[src/rtl/rts_pkg.sv]
// Package for the rectangle transform stack.
// Holds command and status codes, the saved-state record and the saturation helpers.
// No dependencies.
package rts_pkg;

  localparam int unsigned StackDepthDefault = 16;
  localparam logic [23:0] FactorOne = 24'h01_0000;
  localparam logic [23:0] FactorMax = 24'hFF_FFFF;
  localparam logic signed [31:0] SatMax = 32'sh7FFF_FFFF;
  localparam logic signed [31:0] SatMin = -32'sh7FFF_FFFF - 32'sh1;

  typedef enum logic [2:0] {
    REQ_TRANSLATE = 3'd0,
    REQ_SCALE     = 3'd1,
    REQ_PUSH      = 3'd2,
    REQ_POP       = 3'd3,
    REQ_RESTORE   = 3'd4,
    REQ_RECT      = 3'd5
  } req_e;

  typedef enum logic [1:0] {
    STATUS_OK    = 2'd0,
    STATUS_FULL  = 2'd1,
    STATUS_EMPTY = 2'd2
  } status_e;

  typedef enum logic [1:0] {
    ST_IDLE,
    ST_MUL,
    ST_DONE
  } fsm_e;

  typedef struct packed {
    logic signed [31:0] off_x;
    logic signed [31:0] off_y;
    logic [23:0]        fac_x;
    logic [23:0]        fac_y;
  } state_t;

  typedef struct packed {
    logic push;
    logic pop;
  } cell_ctl_t;

  function automatic logic signed [31:0] sat32(input logic signed [47:0] v);
    logic signed [31:0] r;
    if (v > 48'(SatMax)) begin
      r = SatMax;
    end else if (v < 48'(SatMin)) begin
      r = SatMin;
    end else begin
      r = v[31:0];
    end
    return r;
  endfunction

  function automatic logic [23:0] sat_factor(input logic [31:0] v);
    logic [23:0] r;
    if (|v[31:24]) begin
      r = FactorMax;
    end else begin
      r = v[23:0];
    end
    return r;
  endfunction

endpackage

[src/rtl/rts_cell.sv]
// One entry of the shifting save stack.
// Takes its neighbour's entry on push or pop; depends on rts_pkg.
module rts_cell (
  input  logic               clk_i,
  input  rts_pkg::cell_ctl_t ctl_i,
  input  rts_pkg::state_t    from_prev_i,
  input  rts_pkg::state_t    from_next_i,
  output rts_pkg::state_t    entry_o
);

  rts_pkg::state_t entry_q;

  always_ff @(posedge clk_i) begin
    if (ctl_i.push) begin
      entry_q <= from_prev_i;
    end else if (ctl_i.pop) begin
      entry_q <= from_next_i;
    end
  end

  assign entry_o = entry_q;

endmodule

[config.mk]
export PLATFORM = sky130hd
export DESIGN_NAME = rts_cell
export DESIGN_NICKNAME = d
export VERILOG_FILES = /design/src/rtl/rts_pkg.sv /design/src/rtl/rts_cell.sv
export SDC_FILE = /design/constraint.sdc
export NUM_CORES = 1
export LEC_CHECK = 0
export BUFFER_PORTS_ARGS = -buffer_cell sky130_fd_sc_hd__buf_4
export CORE_AREA = 10 10 124 126
export CTS_CLUSTER_SIZE = 28
export DETAILED_ROUTE_END_ITERATION = 12
export DIE_AREA = 0 0 134 136
export GPL_TIMING_DRIVEN = 0
export PLACE_DENSITY = 0.73
export SLEW_MARGIN = 15
export SYNTH_ARGS = -nofsm -noshare
export SYNTH_HDL_FRONTEND = slang
export SYNTH_SLANG_ARGS = --single-unit
export TNS_END_PERCENT = 30
[constraint.sdc]
create_clock -name clk_i -period 4.58 [get_ports clk_i]
set_input_delay 0.687 -clock clk_i [delete_from_list [all_inputs] [get_ports clk_i]]
set_output_delay 0.687 -clock clk_i [all_outputs]
set_load 0.03 [all_outputs]
==> flow_metrics.py <==
metrics = {
    "grt": {
        "grt_max_degree": 60,
        "grt.total_usage_pct": 17.0,
        "gr-total-overflow": 0,
        "grt_pass1_vias": 3826,
        "grt_pass1_wl_mm": 23.0,
        "antenna_found_initial": 0,
    },
    "route": {
        "antenna_left": 0,
        "drt-vias-per-instance": 4.45,
        "vias": 3420,
        "drt-initial-drc-count": 135,
        "routed.top_layer": "met4",
        "wirelength_mm": 16.6,
        "route.met3.wl_mm": 1.67,
        "wl_met2_mm": 8.88,
        "post_drt_wl_per_cell_um": 21.6,
        "drc": 0,
        "wl_met1_mm": 5.77,
        "dr.pass1.iters": 4,
    },
    "finish": {
        "drive_gt1_share_pct": 80.6,
        "final_nets": 814,
        "largest_register_ffs": 112,
        "area_growth_pct": 60.7,
        "antennaDiodeCount": 0,
    },
    "logic_synthesis": {
        "synth_seq_area_share_pct": 67.1,
        "synthCells": 238,
        "syn_area_um2": 5010,
        "ys_seq_elements": 112,
        "synth_area_per_cell_um2": 21.1,
        "yosys_warnings": 0,
        "synth.distinct_cells": 7,
        "synthesis.nets": 465,
    },
    "clock_network": {
        "root_buffer": "clkbuf_16",
        "hold_buffers": 0,
        "cts_sinks": 112,
        "cts_buffer_depth": 2,
        "cts_made_buffers": 9,
        "cts.repair.resized": 0,
        "clk_pin_slew_ns": 0.07,
        "post_cts_buffers": 0,
        "cts_tree": "yes",
        "htreeDepth": 3,
    },
    "sta": {
        "finalHoldViolCount": 0,
        "whs_ns": 0.637,
        "rsz0062_at_grt": "no",
        "slew-limit-headroom_pct": 49.1,
        "finalSetupViolCount": 0,
        "slew_violations": 0,
        "worstMarginPinSlew_ns": 0.763,
        "timing.final.crit_share_pct": 48.3,
        "period_needed_ns": 2.21,
        "setup_ws_ns": 2.37,
        "fmax_mhz": 452,
    },
    "die": {
        "core_area_um2": 13000,
        "die_x_um": 134,
        "initial_utilization_pct": 38.6,
        "die_h_um": 136,
        "die-area_um2": 18200,
        "io_pins": 339,
        "row_count": 42,
    },
    "critical_path": {
        "start_kind": "input pin",
        "cp.arrival_ns": 2.23,
        "critPathBufInv": 4,
        "cp_data_required_time_ns": 4.60,
        "end_kind": "register",
        "crit_type": "in2reg",
        "crit_chain": "buf_6, buf_8, buf_6, or2_4, buf_16",
        "critical-path-top-delay-family": "buffers and inverters",
        "cp_common_cell": "buf_6",
        "max_stage_delay_ns": 0.65,
        "crit_start": "ctl_i[1]",
        "crit_slowest_cell": "or2_4",
        "crit_fanout": 59,
    },
    "pwr": {
        "power_density_nw_per_um2": 342,
        "p_switching_mw": 0.774,
        "power_leakage_nw": 3.70,
        "sw_frac_of_total_pct": 28.1,
        "vdd_drop_max_uv": 245,
        "p_seq_share_pct": 46.8,
        "combPwrFrac_pct": 27.0,
        "totalPowerFinal_mw": 2.76,
        "p_int_mw": 1.98,
        "clock_power_share_pct": 26.2,
    },
    "run": {
        "drv_cap": 0,
    },
    "placed_design": {
        "gp_congestion": 0.811,
        "numPortBuffers": 337,
        "place_hpwl_mm": 13.9,
        "post-place-ws_ns": 1.96,
    },
    "worst_hold_path": {
        "hold_class": "in2reg",
        "hp-start": "from_next_i[85]",
    },
    "status": {
        "status": "finished, final reports clean",
    },
}
-- metal layers --
layer	GRT usage, %	vias up
met3	8.12	14
met5	0	-
li1	-	1633
met1	16.5	1570
met2	31.5	203
met4	4.96	0
-- kinds of logic after synthesis --
logic type    after synthesis  share of synthesized area (%)
buf+inv                    13                           2.50
flops                     112                           67.1
mux                       112                           30.3
simple gates                1                          0.125
-- per-stage QoR --
step | cell area [um^2] | cells | TNS [ns] | util [%]
6_report | 8060 | 768 | 0 | 62.1
5_1_grt | 8060 | 768 | 0 | 62.1
4_1_cts | 8060 | 768 | 0 | 62.1
3_5_place_dp | 7790 | 752 | 0 | 60.1
3_3_place_gp | 7760 | 751 | -57.84 | 59.8
2_1_floorplan | 5010 | 238 | 0 | -
-- cells in the mapped netlist --
library cell  number  area share, %
buf_8              1           0.30
buf_2              4           0.40
edfxtp_1         112             67
buf_6              8            1.8
mux2_4            69             21
or2_1              1           0.12
mux2_2            43            9.7
-- cell usage in the layout (no fill, tap or decap) --
cell type,n
clkbuf_16,9
mux2_4,69
buf_16,1
mux2_2,43
edfxtp_1,112
or2_4,1
clkinv_2,1
buf_4,337
buf_6,8
clkinv_1,3
buf_8,1
clkinvlp_4,3
buf_2,4
-- worst paths after layout --
check | end | slack (ns) | cells past startpoint
max | entry_o[29]$_DFFE_PP_ | 2.37 | 5
min | entry_o[85]$_DFFE_PP_ | 0.64 | 2
-- area by class of cell --
| cell class | instances | area [um^2] |
|---|---|---|
| well taps | 176 | 220 |
| flip-flops and latches | 112 | 3360 |
| repair buffers | 338 | 2560 |
| clock buffers | 9 | 225 |
| multi-input cells | 113 | 1530 |
| clock inverters | 7 | 38.8 |
| fillers | 981 | 4920 |
| plain buffers | 13 | 125 |
-- power by group through the flow --
stage / clock [mW] / sequential (mW) / combinational, mW
final: 0.722 / 1.29 / 0.744
after global routing: 0.779 / 1.30 / 0.778
after CTS: 0.730 / 1.29 / 0.756
after detailed placement: 0 / 1.32 / 0.755
after global placement: 0 / 1.32 / 0.741
after floorplan: 0 / 1.55 / 0.151
Power figures use the tool's default switching activity.
